`src/rtl/core/smaf_ram.sv`:
```
// generic single-write, single-read ram with registered read data
// no dependencies
module smaf_ram #(
   parameter int WIDTH = 16,
   parameter int DEPTH = 64
) (
   input  logic                                  clock,
   input  logic                                  wr_en,
   input  logic [(DEPTH > 1 ? $clog2(DEPTH) : 1)-1:0] wr_addr,
   input  logic [WIDTH-1:0]                      wr_data,
   input  logic [(DEPTH > 1 ? $clog2(DEPTH) : 1)-1:0] rd_addr,
   output logic [WIDTH-1:0]                      rd_data
);
   logic [WIDTH-1:0] mem_ff [DEPTH];
   logic [WIDTH-1:0] rd_data_ff;

   always_ff @(posedge clock) begin
      if (wr_en) begin
         mem_ff[wr_addr] <= wr_data;
      end
      rd_data_ff <= mem_ff[rd_addr];
   end

   assign rd_data = rd_data_ff;
endmodule

```
`config.mk`:
```
export PLATFORM = sky130hd
export DESIGN_NAME = smaf_ram
export DESIGN_NICKNAME = d
export VERILOG_FILES = /design/src/rtl/core/smaf_ram.sv
export SDC_FILE = /design/constraint.sdc
export NUM_CORES = 1
export LEC_CHECK = 0
export BUFFER_PORTS_ARGS = -buffer_cell sky130_fd_sc_hd__buf_2
export CAP_MARGIN = 20
export CORE_UTILIZATION = 45
export DETAILED_ROUTE_END_ITERATION = 12
export SLEW_MARGIN = 20
export SYNTH_ARGS = -nofsm -noshare
export SYNTH_HDL_FRONTEND = slang
export SYNTH_SLANG_ARGS = --single-unit
```
`constraint.sdc`:
```
create_clock -name clock -period 2.7 [get_ports clock]
set_clock_uncertainty 0.05 [all_clocks]
set_input_delay 0.675 -clock clock [delete_from_list [all_inputs] [get_ports clock]]
set_output_delay 0.675 -clock clock [all_outputs]
set_load 0.01 [all_outputs]
```
==> flow_summary.json <==
{
  "outcome": "finished, final reports clean",
  "syn_to_final_growth_pct": 18.05,
  "cts_buffers": 103,
  "dieArea_mm2": 0.09018,
  "ir_drop_mv": 0.5629,
  "final_cells": 3377,
  "postCtsSetupBuffers": 0,
  "endpoint": "rd_data[0]",
  "grt_max_degree": 65,
  "whs_ns": 0.3694,
  "layout-drive-gt1-share": 0.3210,
  "die_y_um": 300.3,
  "worst_ep_required_time_ns": 3.18,
  "reg2reg_depth": 6,
  "synthDistinctLibCells": 43,
  "place.gp.congestion": 0.8327,
  "cp-startpoint": "rd_addr[0]",
  "hold_violations": 0,
  "worst_pin_slew_ns": 1.023,
  "antenna_found_initial": 7,
  "clk_pin_slew_ns": 0.06,
  "yosysWarnings": 0,
  "ioPinCount": 46,
  "p_leak_uw": 0.01533,
  "cts_tree": "yes",
  "synth_async_sr_flop_share": 0,
  "drc": 0,
  "regToRegStartpoint": "mem_ff[8][0]",
  "power.internal_uw": 27820,
  "synth_edf_count": 1024,
  "min_path_type": "input port to register",
  "seqPwrFrac": 0.511,
  "p_sw_uw": 7284,
  "drt-vias-per-instance": 5.842,
  "multi_input_comb_area_mm2": 0.008252,
  "synth_area_leader_cell": "edfxtp_1",
  "syn_nets": 1859,
  "cts.hold.buffers_added": 0,
  "vias": 19730,
  "ys_ff_latch": 1040,
  "cap_violations": 0,
  "wl_per_cell_um": 28.85,
  "drtAntennaViolNets": 0,
  "slew_viol_final": 0,
  "critical_path.max_fanout": 23,
  "rsz0062_at_grt": "no",
  "setup_viol": 0,
  "synthesis.area_mm2": 0.04004,
  "grt_pass1_vias": 20320,
  "rows": 109,
  "ys.flop_type": "edfxtp_1",
  "relSlewSlack": 0.3167,
  "synth_top_area_frac": 0.7679,
  "dp_cells": 3179,
  "clkPwrFrac": 0.436,
  "drt_iter0_drc": 1916,
  "yosysMostFrequentCell": "edfxtp_1",
  "drtPass1Iterations": 6,
  "ff2ff_setup_slack_ns": 0.29,
  "finalWirelength_um": 97440,
  "post-place-ws_ns": -0.5143,
  "r2r_end": "rd_data[0]",
  "grt.total_usage": 0.2202,
  "cp-start-kind": "input port",
  "start_util": 0.4538,
  "fin_ws_ns": 0.1423,
  "num-fill-cells": 6723,
  "crit_path_end_kind": "register",
  "htreeDepth": 3,
  "combPwrFrac": 0.053,
  "cts-resized-gates": 0,
  "clk_latency_ns": 0.67,
  "swShare": 0.2075,
  "synth_area_per_cell_um2": 21.89,
  "crit_type": "input port to register",
  "io_buffers": 45,
  "arrival_ns": 3.04,
  "overflow": 0,
  "grt_pass1_wl_um": 142200,
  "yosys-top-cells-area": "edfxtp_1 77%, mux4_2 12%, mux2i_1 2.1%, dfxtp_1 0.80%, mux2_2 0.76%",
  "yosysSeqAreaShare": 0.7759,
  "netlist_top_cells_count": "1,024 x edfxtp_1, 220 x mux4_2, 85 x mux2i_1",
  "final_nets": 2149,
  "core-area_mm2": 0.08824,
  "cts_sinks": 1040,
  "syn_inst": 1829,
  "p_total_uw": 35100,
  "place_hpwl_um": 62400,
  "clockRootBuffer": "clkbuf_16",
  "finalCriticalPeriod_ns": 2.558,
  "clockBufferDepth": 3,
  "power_density_mw_per_mm2": 742.6,
  "timing.fmax_mhz": 391.0,
  "die_w_um": 300.3,
  "seq_area_mm2": 0.03107,
  "fin_crit_sh": 0.9473
}
==> power by group through the flow <==
stage / combinational [µW] / sequential, µW / clock [µW]
final: 1860 / 17900 / 15300
after global routing: 1980 / 17900 / 16100
after CTS: 1900 / 17900 / 15500
after detailed placement: 1890 / 18300 / 0
after global placement: 1860 / 18300 / 0
after floorplan: 926 / 18300 / 0
==> kinds of logic (layout without fill, tap and decap cells) <==
logic type      after synthesis  in the layout  synth area share
other cells                   0              3                 0
buf+inv                     104            484           0.01831
simple gates                220            220           0.02647
compound gates              129            129           0.02409
flops                      1040           1040            0.7759
mux                         336            336            0.1552
==> registers in the layout, indices dropped and copies added (netlist names) <==
name	count
mem_ff	1024
rd_data	16
==> through the flow <==
stage	setup TNS, ns	cell area (µm²)	util
3_3_place_gp	-2.828	43610	0.4942
3_5_place_dp	-2.877	43610	0.4943
6_report	0	47270	0.5357
4_1_cts	0	47260	0.5356
2_1_floorplan	0	40050	-
5_1_grt	0	47260	0.5356
==> metal layers <==
| metal | GRT usage | part of all wire |
|---|---|---|
| met5 | 0 | 0.00025 |
| met4 | 0.05661 | 0.023 |
| met3 | 0.03353 | 0.062 |
| met2 | 0.3650 | 0.50 |
| met1 | 0.3069 | 0.41 |
==> cells in the final DEF, fill, tap and decap left out, types with 15 or more instances in the layout <==
master	netlist	final
a22oi_1	39	39
nor2_1	72	71
dfxtp_1	16	16
clkbuf_1	24	17
clkinv_2	0	18
a221oi_1	16	16
nor2b_1	30	30
mux2i_1	85	85
nand2_1	59	59
buf_4	13	184
a21oi_1	17	17
mux2_2	27	27
buf_12	5	60
mux4_2	220	220
bufinv_16	0	21
clkinv_1	0	15
edfxtp_1	1024	1024
buf_2	36	42
clkbuf_16	0	104
nand3_1	24	24
==> worst max-delay path, stage by stage <==
cell,delay (ns)
buf_8,0.18
buf_12,0.23
buf_4,0.17
mux4_2,0.50
a211o_1,0.32
a31oi_1,0.65
buf_4,0.23
a311oi_1,0.04
==> final cells by class <==
cell class	count	area share
repair buffers	289	0.05996
multi-input cells	685	0.1746
diodes	3	0.0001588
well taps	1165	0.03084
clock buffers	123	0.05699
clock inverters	72	0.02017
flip-flops and latches	1040	0.6573
==> worst min-delay path by stage <==
stage | endpoint | start | cells past startpoint | slack, ns
after detailed placement | rd_data[12] | mem_ff[27][12] | 4 | 0.81
after global routing | mem_ff[33][7] | wr_data[7] | 1 | 0.34
after CTS | mem_ff[33][7] | wr_data[7] | 1 | 0.33
after global placement | rd_data[10] | mem_ff[62][10] | 5 | 0.77
final | mem_ff[33][7] | wr_data[7] | 1 | 0.37
after floorplan | rd_data[10] | mem_ff[62][10] | 5 | 0.70
Note: power is estimated with default switching activity, not from simulation.
