**src/rtl/core/smaf_div.sv**
```systemverilog
// restoring unsigned divider, one quotient bit per cycle
// no dependencies
module smaf_div #(
   parameter int NUM_W = 39,
   parameter int DEN_W = 23
) (
   input  logic             clock,
   input  logic             reset,
   input  logic             start,
   input  logic [NUM_W-1:0] num,
   input  logic [DEN_W-1:0] den,
   output logic             done,
   output logic [NUM_W-1:0] quo
);
   localparam int CW = $clog2(NUM_W + 1);

   logic [NUM_W-1:0] quo_ff, quo_in;
   logic [DEN_W-1:0] rem_ff, rem_in;
   logic [DEN_W-1:0] den_ff, den_in;
   logic [CW-1:0]    cnt_ff, cnt_in;
   logic             run_ff, run_in;
   logic             done_ff, done_in;
   logic [DEN_W:0]   trial;
   logic [DEN_W:0]   diff;

   always_comb begin
      quo_in  = quo_ff;
      rem_in  = rem_ff;
      den_in  = den_ff;
      cnt_in  = cnt_ff;
      run_in  = run_ff;
      done_in = 1'b0;
      trial   = {rem_ff, quo_ff[NUM_W-1]};
      diff    = trial - {1'b0, den_ff};
      if (start) begin
         quo_in = num;
         rem_in = '0;
         den_in = den;
         cnt_in = CW'(NUM_W);
         run_in = 1'b1;
      end else if (run_ff) begin
         if (trial >= {1'b0, den_ff}) begin
            rem_in = diff[DEN_W-1:0];
            quo_in = {quo_ff[NUM_W-2:0], 1'b1};
         end else begin
            rem_in = trial[DEN_W-1:0];
            quo_in = {quo_ff[NUM_W-2:0], 1'b0};
         end
         cnt_in = cnt_ff - CW'(1);
         if (cnt_ff == CW'(1)) begin
            run_in  = 1'b0;
            done_in = 1'b1;
         end
      end
   end

   always_ff @(posedge clock) begin
      if (reset) begin
         run_ff  <= 1'b0;
         done_ff <= 1'b0;
         cnt_ff  <= '0;
      end else begin
         run_ff  <= run_in;
         done_ff <= done_in;
         cnt_ff  <= cnt_in;
      end
      quo_ff <= quo_in;
      rem_ff <= rem_in;
      den_ff <= den_in;
   end

   assign done = done_ff;
   assign quo  = quo_ff;
endmodule

```
**config.mk**
```make
export PLATFORM = sky130hd
export DESIGN_NAME = smaf_div
export DESIGN_NICKNAME = d
export VERILOG_FILES = /design/src/rtl/core/smaf_div.sv
export SDC_FILE = /design/constraint.sdc
export NUM_CORES = 1
export LEC_CHECK = 0
export ABC_AREA = 1
export BUFFER_PORTS_ARGS = -buffer_cell sky130_fd_sc_hd__buf_2
export CAP_MARGIN = 20
export CORE_MARGIN = 1.5
export CORE_UTILIZATION = 50
export DETAILED_ROUTE_END_ITERATION = 16
export HOLD_SLACK_MARGIN = 0.15
export MAX_ROUTING_LAYER = met4
export PLACE_DENSITY = 0.73
export SYNTH_ARGS = -nofsm -noshare
export SYNTH_HDL_FRONTEND = slang
export SYNTH_SLANG_ARGS = --single-unit
```
**constraint.sdc**
```tcl
create_clock -name clock -period 4.96 [get_ports clock]
set_input_delay 0.496 -clock clock [delete_from_list [all_inputs] [get_ports clock]]
set_output_delay 0.496 -clock clock [all_outputs]
set_load 0.005 [all_outputs]
```
==> results.txt <==
P&R area growth vs syn: 15.01%
leftover overflow at the end of global routing: 0
Routed wire per std cell: 11.99 um
switching component of the power: 0.0004613 W
Net Count, Synth: 851
number of global-route vias before repair: 4,596
Hold Fails Final Rpt: 0
count of max-cap constraint violations: 0
mean cell area of the mapped netlist: 7.285 um^2
Critical Path Fanout Max: 46
wire length of the first global-routing pass: 20,470 um
number of input and output port buffers inserted: 104
Cell Int Power: 0.001224 W
highest achievable clock rate: 386.0 MHz
leakage component of the power: 3.308 nW
final antenna diode count: 0
Critical path destination: rem_ff[15]$_SDFFE_PP0P_
number of hold buffers added after CTS: 0
TritonCTS clock tree: yes
final standard cell utilization of the core: 0.5874
vias per cell: 4.806
number of antenna violations at the first check in global routing: 0
Tcrit/Tclk final: 0.5223
sum of negative setup slack: 0 ns
area share of the largest cell type after synthesis: 0.3363
synthesis warning total: 0
floorplan die height: 108.2 um
Seq pwr share: 0.545
Worst path top cell family by delay: simple AND/OR/NAND/NOR gates
unrepaired setup endpoints after global routing: false
Synth Register Bits: 93
startpoint of the lowest-slack register-to-register path: quo[38]$_DFFE_PP_
Reg2Reg Setup Slack: 2.37 ns
count of nets left with antenna violations after detail routing: 0
cell type with the highest occurrence count on the critical path: nand2_1
DRC violations left: 0
Die Footprint: 11,710 um^2
total routing usage reported by global routing: 0.2308
sequence of cells on the critical path: inv_1 -> ha_1 -> fa_1 -> inv_1 -> nand2_1 -> nand2_1 -> nand3_1 -> nand2_2 -> nand2_1 -> nand4_4 -> nor2_1 -> nor2_1 -> nand2_1 -> nand2_1
sequential element share of the synthesized area: 0.4484
post-CTS setup buffer count: 0
placed wire-length estimate after detailed placement: 8768 um
gate count after technology mapping: 760
Die X-Extent: 108.2 um
number of DRC markers in iteration 0: 297
Inserted Clock Buffers: 9
final setup fails: 0
area occupied by registers: 2482 um^2
area of the mapped netlist: 5537 um^2
status: finished, final reports clean
endpoint type of the worst setup path: register
CP max-delay cell: nand4_4
maximum clock path buffer count: 2
worst-case headroom to the max-slew limit: 0.4747
Routability Congestion: 0.9211
Skew-Pair Late Insertion Delay: 0.39 ns
Hold Path Class: input port to register
number of cells on the worst reg-to-reg path: 14
sw frac: 0.2737
Initial Util: 0.5107
top post-synthesis cells by area: edfxtp_1 (34%), nand2_1 (23%), dfxtp_1 (11%)
pwr dens: 264.7 nW/um^2
I/O pin count: 105
number of vias after detailed routing: 4,840
WS Path Type: register to register
PostCTS Resize Cnt: 0
count of different cell masters after synthesis: 37
length of the first detailed-routing pass in iterations: 5
number of placement rows: 38
beginning of the critical path: quo[38]$_DFFE_PP_
CP required: 5.25 ns
worst path arrival time: 2.88 ns
startpoint type of the worst setup path: register
Power Total: 0.001685 W
post-synthesis cell type with the largest combined area: edfxtp_1
CTS Root Cell: clkbuf_8
worst IR drop on VDD: 192.5 uV
final worst hold slack: 0.2732 ns
fillcell total: 1,109
net count reported at finish: 953
Clock Skews: 0.01529 ns
combinational power share: 0.142
critical path depth in cells: 14
worst stage delay on the critical path: 0.58 ns
area of combinational cells with multiple inputs: 2571 um^2
share of cells above drive strength 1: 0.1707
power share of the clock group: 0.313
min Tclk post-route: 2.591 ns
overall routed net length: 12,070 um
number of buffer and inverter instances along the worst setup path: 2
total number of clock tree sinks: 93
Placeable Area: 10,840 um^2
maximum number of pins on one net before global-route repair: 47
critical register-to-register path endpoint: rem_ff[15]$_SDFFE_PP0P_
CTS clock-pin slew for the worst setup and hold paths: 0.10 ns
H-tree level count: 3
Worst Max-Slew Pin Slew: 0.7871 ns
fin. max-slew vios: 0
## cell usage in the layout, fill, tap and decap left out, types with 4 or more instances in the layout
| cell type | synthesis | layout |
|---|---|---|
| inv_1 | 103 | 103 |
| dfxtp_1 | 31 | 31 |
| buf_4 | 2 | 4 |
| nor2_1 | 70 | 70 |
| ha_1 | 25 | 25 |
| edfxtp_1 | 62 | 62 |
| buf_2 | 2 | 104 |
| a21oi_1 | 14 | 14 |
| clkbuf_8 | 0 | 9 |
| nand2_1 | 333 | 333 |
| o21ai_0 | 6 | 6 |
| xor2_1 | 5 | 5 |
| nand4_1 | 6 | 6 |
| nand2_2 | 8 | 8 |
| nor3_1 | 5 | 5 |
| nor2_2 | 11 | 11 |
| xnor2_1 | 5 | 5 |
| nand3_1 | 36 | 36 |
## sequential cells by signal (all words and copies together), names as in the netlist
signal	cells
rem_ff	23
den_ff	23
run_ff	1
quo	39
cnt_ff	6
done	1
## power by group through the flow
| stage | sequential (W) | combinational, W | clock [W] |
|---|---|---|---|
| finish | 0.000919 | 0.000239 | 0.000528 |
| detailed placement | 0.000934 | 0.000240 | 0 |
| global route | 0.000926 | 0.000274 | 0.000568 |
| CTS | 0.000919 | 0.000241 | 0.000542 |
| global placement | 0.000935 | 0.000238 | 0 |
| floorplan | 0.000936 | 0.000138 | 0 |
## layer usage
layer	routed length, um	track usage	up-vias
met2	5519	0.3680	132
met4	276	0.09211	0
met1	5593	0.2814	2131
met5	0	-	-
met3	681	0.05726	21
li1	-	-	2556
## stage by stage
step,instance area [um^2],worst slack (ns),std cells
after floorplan,5537,2.734,760
after global placement,6170,2.410,991
after detailed placement,6170,2.346,991
after CTS,6367,2.323,1007
after global routing,6367,1.995,1007
final,6367,2.369,1007
## cell type report
| type | instances | share of cell area |
|---|---|---|
| clock buffer | 10 | 0.02004 |
| multi-input combinational | 546 | 0.4038 |
| tap | 140 | 0.02751 |
| clock inverter | 6 | 0.01100 |
| timing repair buffer | 108 | 0.08646 |
| inverter | 104 | 0.06131 |
| sequential | 93 | 0.3899 |
## how the worst min path moves through the flow
stage,start,end,slack (ns),cells past startpoint
6_report,den[6],den_ff[6]$_DFFE_PP_,0.27,1
5_1_grt,den[5],den_ff[5]$_DFFE_PP_,0.26,1
4_1_cts,den[6],den_ff[6]$_DFFE_PP_,0.25,1
3_5_place_dp,rem_ff[22]$_SDFFE_PP0P_,rem_ff[22]$_SDFFE_PP0P_,0.46,2
3_3_place_gp,rem_ff[22]$_SDFFE_PP0P_,rem_ff[22]$_SDFFE_PP0P_,0.46,2
2_1_floorplan,rem_ff[22]$_SDFFE_PP0P_,rem_ff[22]$_SDFFE_PP0P_,0.44,2
## logic make-up (layout without fill, tap and decap cells)
group | Yosys count | count (layout) | synth area share
AO/OA/AOI/OAI | 29 | 29 | 0.03028
flip-flops | 93 | 93 | 0.4484
AND/OR/NAND/NOR | 481 | 481 | 0.3582
XOR/XNOR | 10 | 10 | 0.01582
buffers and inverters | 121 | 228 | 0.08723
adder cells (fa/ha/maj) | 26 | 26 | 0.06011
## cell usage after synthesis (all sizes together)
master	instances
nand3	36
ha	25
and2	1
a21o	1
nand4	7
fa	1
buf	6
xor2	5
nor4	1
o31ai	1
a21oi	15
nor3	5
and3	2
o21bai	2
a221oi	1
xnor2	5
edfxtp	62
nand2	341
clkinv	1
nor2	84
clkbuf	11
nand3b	3
or2	1
inv	103
o21ai	7
dfxtp	31
a211oi	1
a21boi	1
(Power assumes the default switching activity.)
