$ cat config.mk
export PLATFORM = sky130hd
export DESIGN_NAME = smaf_cell
export DESIGN_NICKNAME = d
export VERILOG_FILES = /design/src/rtl/core/smaf_cell.sv
export SDC_FILE = /design/constraint.sdc
export NUM_CORES = 1
export LEC_CHECK = 0
export BUFFER_PORTS_ARGS = -buffer_cell sky130_fd_sc_hd__buf_2
export CAP_MARGIN = 5
export CORE_AREA = 2 2 85 67
export CTS_BUF_LIST = sky130_fd_sc_hd__clkbuf_4 sky130_fd_sc_hd__clkbuf_8
export CTS_CLUSTER_SIZE = 10
export DETAILED_ROUTE_END_ITERATION = 6
export DIE_AREA = 0 0 87 69
export PLACE_DENSITY = 0.64
export SKIP_LAST_GASP = 1
export SLEW_MARGIN = 20
export SYNTH_ARGS = -nofsm -noshare
export SYNTH_HDL_FRONTEND = slang
export SYNTH_SLANG_ARGS = --single-unit
$ cat constraint.sdc
create_clock -name clock -period 1.78 [get_ports clock]
set_clock_uncertainty 0.2 [all_clocks]
set_input_delay 0.534 -clock clock [delete_from_list [all_inputs] [get_ports clock]]
set_output_delay 0.534 -clock clock [all_outputs]
set_load 0.05 [all_outputs]
$ cat src/rtl/core/smaf_cell.sv
// one cell of the score/weight chain: holds one entry, takes its neighbor's
// entry on a shift, or the feed value when it is the current tail
module smaf_cell #(
   parameter int WIDTH = 32
) (
   input  logic             clock,
   input  logic             shift,
   input  logic             tail,
   input  logic [WIDTH-1:0] feed,
   input  logic [WIDTH-1:0] next_val,
   output logic [WIDTH-1:0] val
);
   logic [WIDTH-1:0] val_ff;
   logic [WIDTH-1:0] val_in;

   always_comb begin
      val_in = val_ff;
      if (shift) begin
         val_in = tail ? feed : next_val;
      end
   end

   always_ff @(posedge clock) begin
      val_ff <= val_in;
   end

   assign val = val_ff;
endmodule

==> summary.txt, run 1 <==
Detailed routing
  – Post-route ant nets: 0
  – DR vias/cell: between 4 and 5
  – Total via count in the routed design: 985
  – Drt total wl: between 3000 and 4000 um
  – DRC violations left: 0
  – Pre-Repair DR Iteration Count: 3
  – First-iteration detailed-routing DRC count: 9
  – Final routed wire length divided by cell count: approximately 13 um

STA
  – Worst-case headroom to the max-slew limit: about 82%
  – Final setup viols: 0
  – Min Tclk post-route: ~1.6 ns
  – Slew Limit Fails: 0
  – Peak clock frequency supported by timing: 0.621 GHz
  – Least-Margin Pin Slew: 0.271 ns
  – Period utilisation layout: between 90% and 100%
  – Hold violation count in the final report: 0
  – RSZ-0062 raised after global routing: no
  – Setup TNS after final layout: 0 ns

Global routing
  – Antenna violations before repair: 0
  – Met1 usage in global routing: approximately an eighth
  – Vias in the first global route: 1023
  – Global route hottest layer: met2
  – Tot GR Track Use: a little over a tenth
  – Pin count of the biggest net entering global routing: 20
  – Overflow left after global routing: 0
  – Met3 Resource Use GR: approximately 2.9%
  – Met2 routing resource usage after global routing: a little under a fifth
  – First-pass GRT wire length: 4890 um

Synthesis
  – Combinational family with the most area after synthesis: multiplexers
  – Synth Warn #: 0
  – Synth unique cells: 5
  – Number of cells produced by synthesis: 68
  – Synthesized-area fraction occupied by and/or/nand/nor cells: 0%
  – Biggest area contributors in the synthesized netlist: edfxtp_1 64%, mux2_4 30%, buf_12 4.0%
  – Adder-Cell Fraction of Synth Area: 0%
  – Syn nets: ~140
  – Post-synthesis average cell area: between 20 and 25 um^2
  – Parity-gate share of the synthesized area counting xor and xnor cells: 0%
  – Register area share after synthesis: between 60% and 70%
  – Post-synthesis compound-gate area fraction: 0%
  – Area fraction of the dominant cell type after synthesis: a little under two thirds
  – Netlist Area Pre-Place: 1510 um^2
  – Register bit count reported by yosys: 32
  – Multiplexer fraction of the synthesized cell area: between 30% and 40%
  – Cell taking the most area after synthesis: edfxtp_1

Clock tree
  – TritonCTS Sinks: 32
  – Cts repair resizes: 0
  – H-tree depth reported by CTS: 2
  – TritonCTS clock tree: done
  – Post-CTS setup buffer count: 0
  – Clk pin slew, worst setup/hold paths: ~0.070 ns
  – Hold-fix buffers, CTS: 0
  – Clock tree buffer depth: 2
  – Clock tree root driver cell: clkbuf_8
  – Number of clock buffers inserted by TritonCTS: 5

Power
  – Pwr per Cell Area: a little under 1000 nW/um^2
  – Leak: about 0.0010 uW
  – Total power consumption of the routed design: about 2100 uW
  – Max IR drop VDD: 0.418 mV

Worst setup path
  – Critical Path Sink: val[5]
  – Kind of end point of the critical path: output pin
  – Critical path's slowest cell: edfxtp_1
  – Crit path buf inv count: 1
  – Data arrival time of the critical path: between 0.8 and 0.9 ns
  – Beginning of the critical path: val[5]
  – Maximum cell stage delay along the critical path: between 0.3 and 0.4 ns
  – Cells traversed along the worst timing path: buf_2
  – Maximum fanout encountered on the critical timing path: 1
  – Required time at the endpoint of the critical path: 1.05 ns
  – Worst path depth: 1
  – Cell class contributing the biggest share of worst-path delay: flip-flops
  – Kind of critical path: flip-flop to output pin
  – Type of origin of the critical path: flip-flop

Floorplan
  – Core region area: just over 5000 um^2
  – Height of the die: approximately 70 um
  – Starting density of the core: 29.2%
  – Std cell rows: 23
  – X dimension of the die: between 80 and 90 um
  – Number of top-level pins: roughly 100
  – Full die area: around 6000 um^2

Cells and area
  – Flip-flop count of the largest register after layout: 32
  – Synth-to-layout area growth: 43.7%
  – Register cell area after layout: approximately 960 um^2
  – Net count, final: 240
  – Total of fill cells in the finished design: between 400 and 500
  – Non-filler cells, final: about 240
  – Total area of multi-input combinational cells: around 470 um^2
  – Proportion of layout cells with a drive suffix above 1: between 80% and 90%
  – Diodes inserted: 0

Placement
  – Cell count after placement: roughly 230
  – Final weighted congestion of routability-driven global placement: 0.707
  – Input/output buffers: around 100

Hold path
  – Class of the most critical hold timing path: input pin to flip-flop

Job
  – Number of maximum-capacitance constraint violations: 0

Status
  – Status: finished clean
-- how the worst min path moves through the flow --
stage | startpoint | endpoint | slack, ns | cells after the start
floorplan | shift | val[0] | 0.45 | 0
global placement | feed[15] | val[15] | 0.64 | 2
detailed placement | feed[5] | val[5] | 0.64 | 2
CTS | feed[5] | val[5] | 0.34 | 2
global route | next_val[13] | val[13] | 0.34 | 2
finish | feed[5] | val[5] | 0.35 | 2
-- through the flow --
stage / worst slack, ns / hold slack, ns / util [%] / area [um^2]
final: 0.169 / 0.353 / 42.0 / 2160
after global routing: 0.135 / 0.344 / 42.0 / 2160
after CTS: 0.145 / 0.342 / 42.0 / 2160
after detailed placement: 0.0909 / 0.638 / 39.9 / 2060
after global placement: 0.107 / 0.635 / 39.9 / 2060
after floorplan: 0.244 / 0.446 / - / 1510
-- cell families after synthesis --
family | count (synthesis)
buffers and inverters | 4
flip-flops | 32
multiplexers | 32
-- area by class of cell --
class | count | area share (%)
Clock buffer | 5 | 3.18
Clock inverter | 3 | 1.74
Multi-Input combinational cell | 32 | 21.9
Sequential cell | 32 | 44.4
Tap cell | 62 | 3.59
Timing Repair Buffer | 102 | 25.2
-- power breakdown --
| part | switching, uW | internal [uW] | total [uW] |
|---|---|---|---|
| Combinational | 336 | 188 | 524 |
| Sequential | 14.7 | 911 | 925 |
| Clock | 258 | 407 | 665 |
-- metal layers --
layer / vias to the layer above / share of wire [%]
li1: 476 / -
met1: 449 / 39
met2: 55 / 52
met3: 5 / 7.9
met4: 0 / 1.6
met5: - / 0
-- placed cells by master, fill, tap and decap left out --
cell	instances
mux2_4	30
buf_12	2
clkinv_1	2
bufinv_16	1
buf_2	98
buf_4	2
mux2_2	2
clkbuf_8	5
edfxtp_1	32
-- synthesized netlist by cell type (all sizes together) --
library cell and instances:
edfxtp 32, buf 4, mux2 32
Power figures use the tool's default switching activity.
==> run 2, diff against run 1 <==
Clock period 1.78 ns to 1.57 ns, I/O delays scaled along.
==> summary.txt, run 2 (synthesized netlist as in run 1, its figures left out) <==
Placement
  – Input/output buffers: ~100
  – HPWL after detailed placement: between 2000 and 3000 um
  – Final weighted congestion of routability-driven global placement: around 0.7
  – Cell count after placement: 229
  – Placed standard-cell area: 2080 um^2

Cells and area
  – Most used cells in the layout excluding fill and tap cells: 87 x buf_2, 32 x edfxtp_1, 30 x mux2_4, 13 x buf_4, 5 x clkbuf_8
  – Most common library cell in the layout ignoring fill and taps: buf_2
  – Flip-flop count of the largest register after layout: 32
  – Finished Cell Area: between 2000 and 2500 um^2
  – Proportion of layout cells with a drive suffix above 1: between 80% and 90%
  – Net count, final: approximately 240
  – Diodes inserted: 0
  – Synth-to-layout area growth: 45.6%
  – Total of fill cells in the finished design: between 400 and 500
  – Non-filler cells, final: approximately 240

Detailed routing
  – DRC violations left: 0
  – Final routed wire length divided by cell count: 13.1 um
  – Total via count in the routed design: slightly below 1k
  – Pre-Repair DR Iteration Count: 3
  – Drt total wl: between 3000 and 4000 um
  – DR vias/cell: a little over 4
  – First-iteration detailed-routing DRC count: 28
  – Post-route ant nets: 0

Clock tree
  – TritonCTS Sinks: 32
  – Clock tree root driver cell: clkbuf_8
  – Hold-fix buffers, CTS: 0
  – Clk pin slew, worst setup/hold paths: roughly 0.070 ns
  – Clock tree buffer depth: 2
  – Number of clock buffers inserted by TritonCTS: 5
  – TritonCTS clock tree: done
  – H-tree depth reported by CTS: 2

Status
  – Status: finished clean

Worst setup path
  – Worst path depth: 1
  – Cells traversed along the worst timing path: buf_2
  – Kind of critical path: flip-flop to output pin
  – Kind of end point of the critical path: output pin
  – Type of origin of the critical path: flip-flop
  – Maximum fanout encountered on the critical timing path: 1
  – Cell class contributing the biggest share of worst-path delay: flip-flops
  – Required time at the endpoint of the critical path: approximately 0.9 ns
  – Maximum cell stage delay along the critical path: ~0.38 ns
  – Data arrival time of the critical path: 0.87 ns
  – Crit path buf inv count: 1
  – Critical path's slowest cell: edfxtp_1

STA
  – Final setup viols: 0
  – Worst-case headroom to the max-slew limit: 82.0%
  – Least-Margin Pin Slew: 0.272 ns
  – Final hold slack: between 0.2 and 0.3 ns
  – Peak clock frequency supported by timing: approximately 0.65 GHz
  – Period utilisation layout: between 90% and 100%
  – RSZ-0062 raised after global routing: yes
  – Hold violation count in the final report: 0
  – Min Tclk post-route: between 1.5 and 2 ns
  – Slew Limit Fails: 0
  – Setup TNS after final layout: 0 ns

Floorplan
  – Starting density of the core: between 20% and 30%
  – Full die area: ~6000 um^2
  – Std cell rows: 23
  – Number of top-level pins: just under 100
  – Core region area: between 5000 and 6000 um^2
  – X dimension of the die: 87 um
  – Height of the die: roughly 70 um

Power
  – Pwr per Cell Area: 1030 nW/um^2
  – Total power consumption of the routed design: ~2300 uW
  – Leak: 0.00105 uW
  – Max IR drop VDD: about 0.34 mV

Global routing
  – Overflow left after global routing: 0
  – First-pass GRT wire length: approximately 4700 um
  – Pin count of the biggest net entering global routing: 20
  – Antenna violations before repair: 0
  – Vias in the first global route: ~1.0k
  – Tot GR Track Use: about a tenth

Job
  – Number of maximum-capacitance constraint violations: 0

Hold path
  – Worst hold path stage count: 2
  – Class of the most critical hold timing path: input pin to flip-flop
[run 2: metrics by stage]
step                      setup WS [ns]  utilization, %
after global placement          -0.0281            40.3
after detailed placement        -0.0312            40.3
after CTS                        0.0102            42.0
after floorplan                  0.0975               -
final                            0.0280            42.6
after global routing           -0.00178            42.6
[run 2: power by group]
| group | internal [uW] | switching [uW] | total, uW |
|---|---|---|---|
| logic | 233 | 380 | 614 |
| clock network | 308 | 288 | 596 |
| registers | 1030 | 18.2 | 1050 |
[run 2: final timing paths]
check / from / to / slack, ns
hold / removal: next_val[7] / val[7] / 0.29
setup / recovery: val[12] / val[12] / 0.03
[run 2: area by class of cell]
class,instances,area [um^2],area share (%)
Timing Repair Buffer,103,593,27.1
Sequential cell,32,961,43.8
Clock buffer,5,68.8,3.14
Multi-Input combinational cell,32,473,21.6
Tap cell,62,77.6,3.54
Clock inverter,3,18.8,0.856
[run 2: per-layer routing]
layer	wire length [um]	share of wire [%]	track usage, %	up-vias
met5	0	0	0	-
met4	34	1.1	3.13	0
met3	281	9.1	3.95	2
met2	1560	50	18.5	54
met1	1230	40	11.1	437
li1	-	-	-	476
[run 2: what timing repair did]
action                     in CTS  in global routing
gates resized for setup         0                 22
setup endpoints to repair       0                 11
setup buffers                   0                  0
hold endpoints to repair        0                  0
==> run 3, diff against run 2 <==
Settings changed: BUFFER_PORTS_ARGS -buffer_cell sky130_fd_sc_hd__buf_2 to unset, DONT_BUFFER_PORTS set to 1, PLACE_DENSITY 0.64 to 0.48.
==> summary.txt, run 3 (synthesized netlist as in run 1, its figures left out) <==
Status
  – Status: finished clean

Cells and area
  – Flip-flop count of the largest register after layout: 32
  – Net count, final: 170
  – Synth-to-layout area growth: 24.3%
  – Most used cells in the layout excluding fill and tap cells: 32 x edfxtp_1, 30 x mux2_4, 30 x buf_4, 5 x clkbuf_8
  – Finished Cell Area: approximately 1900 um^2
  – Diodes inserted: 0
  – Proportion of layout cells with a drive suffix above 1: between 60% and 70%
  – Non-filler cells, final: 166
  – Most common library cell in the layout ignoring fill and taps: edfxtp_1

Worst setup path
  – Data arrival time of the critical path: ~0.86 ns
  – Kind of end point of the critical path: output pin
  – Maximum fanout encountered on the critical timing path: 1
  – Crit path buf inv count: 1
  – Type of origin of the critical path: flip-flop
  – Kind of critical path: flip-flop to output pin
  – Cells traversed along the worst timing path: buf_4
  – Cell class contributing the biggest share of worst-path delay: flip-flops
  – Maximum cell stage delay along the critical path: roughly 0.38 ns
  – Required time at the endpoint of the critical path: 0.90 ns
  – Critical path's slowest cell: edfxtp_1

STA
  – Slew Limit Fails: 0
  – Worst-case headroom to the max-slew limit: approximately nine tenths
  – RSZ-0062 raised after global routing: no
  – Worst path setup slack after routing: approximately 0.036 ns
  – Period utilisation layout: 97.7%
  – Min Tclk post-route: 1.53 ns
  – Setup TNS after final layout: 0 ns
  – Final setup viols: 0
  – Hold violation count in the final report: 0
  – Peak clock frequency supported by timing: about 0.65 GHz
  – Final hold slack: 0.103 ns
  – Least-Margin Pin Slew: approximately 0.15 ns

Global routing
  – Pin count of the biggest net entering global routing: 33
  – Vias in the first global route: 716
  – Overflow left after global routing: 0
  – Tot GR Track Use: 8.36%
  – Antenna violations before repair: 0
  – First-pass GRT wire length: roughly 3700 um

Detailed routing
  – First-iteration detailed-routing DRC count: 34
  – DR vias/cell: between 4 and 5
  – Post-route ant nets: 0
  – DRC violations left: 0
  – Final routed wire length divided by cell count: around 16 um
  – Drt total wl: around 2700 um
  – Total via count in the routed design: about 740
  – Pre-Repair DR Iteration Count: 5

Clock tree
  – Clock tree root driver cell: clkbuf_8
  – Post-CTS setup buffer count: 0
  – Clock tree buffer depth: 2
  – Number of clock buffers inserted by TritonCTS: 5
  – TritonCTS clock tree: done
  – H-tree depth reported by CTS: 2
  – Clk pin slew, worst setup/hold paths: around 0.070 ns
  – TritonCTS Sinks: 32

Placement
  – Final weighted congestion of routability-driven global placement: 0.609
  – HPWL after detailed placement: between 1500 and 2000 um
  – Place WS: approximately 0.33 ns
  – Placed standard-cell area: 1750 um^2
  – Cell count after placement: 158
  – Input/output buffers: 0

Floorplan
  – Starting density of the core: between 20 and 30%
  – Height of the die: slightly below 70 um
  – Full die area: between 6000 and 7000 um^2
  – X dimension of the die: approximately 87 um
  – Number of top-level pins: between 90 and 100
  – Core region area: about 5000 um^2
  – Std cell rows: 23

Hold path
  – Class of the most critical hold timing path: input pin to flip-flop

Power
  – Pwr per Cell Area: ~1300 nW/um^2
  – Max IR drop VDD: ~0.53 mV
  – Leak: approximately 0.00078 uW

Job
  – Number of maximum-capacitance constraint violations: 0
[run 3: area by class of cell]
type / instances / area (um^2)
Sequential cell: 32 / 961
Tap cell: 62 / 77.6
Multi-Input combinational cell: 32 / 473
Fill cell: 482 / 3280
Clock buffer: 6 / 76.3
Clock inverter: 2 / 35.0
Timing Repair Buffer: 32 / 248
[run 3: layer usage]
metal  wire length [um]  GRT usage [%]
met4                 51           5.21
met3                315           3.71
met1               1090           10.0
met2               1240           12.1
met5                  0              0
[run 3: timing repair]
item                       CTS  global route
resized for setup            0             2
setup endpoints to repair    0             2
hold buffers                 0             0
[run 3: power by group]
group	leakage (uW)	internal, uW	switching (uW)
clock network	0.0000586	488	291
logic	0.000410	191	317
registers	0.000313	1030	21.1
total	0.000782	1710	629
[run 3: final timing paths]
check,from,to,slack (ns),cells past startpoint
min,shift,val[18],0.10,0
max,val[18],val[18],0.04,1
[run 3: stage by stage]
stage | util [%] | power (uW)
final | 36.3 | 2340
after floorplan | - | 1490
after global placement | 34.0 | 1580
after detailed placement | 34.0 | 1580
after CTS | 36.2 | 2380
after global routing | 36.3 | 2420
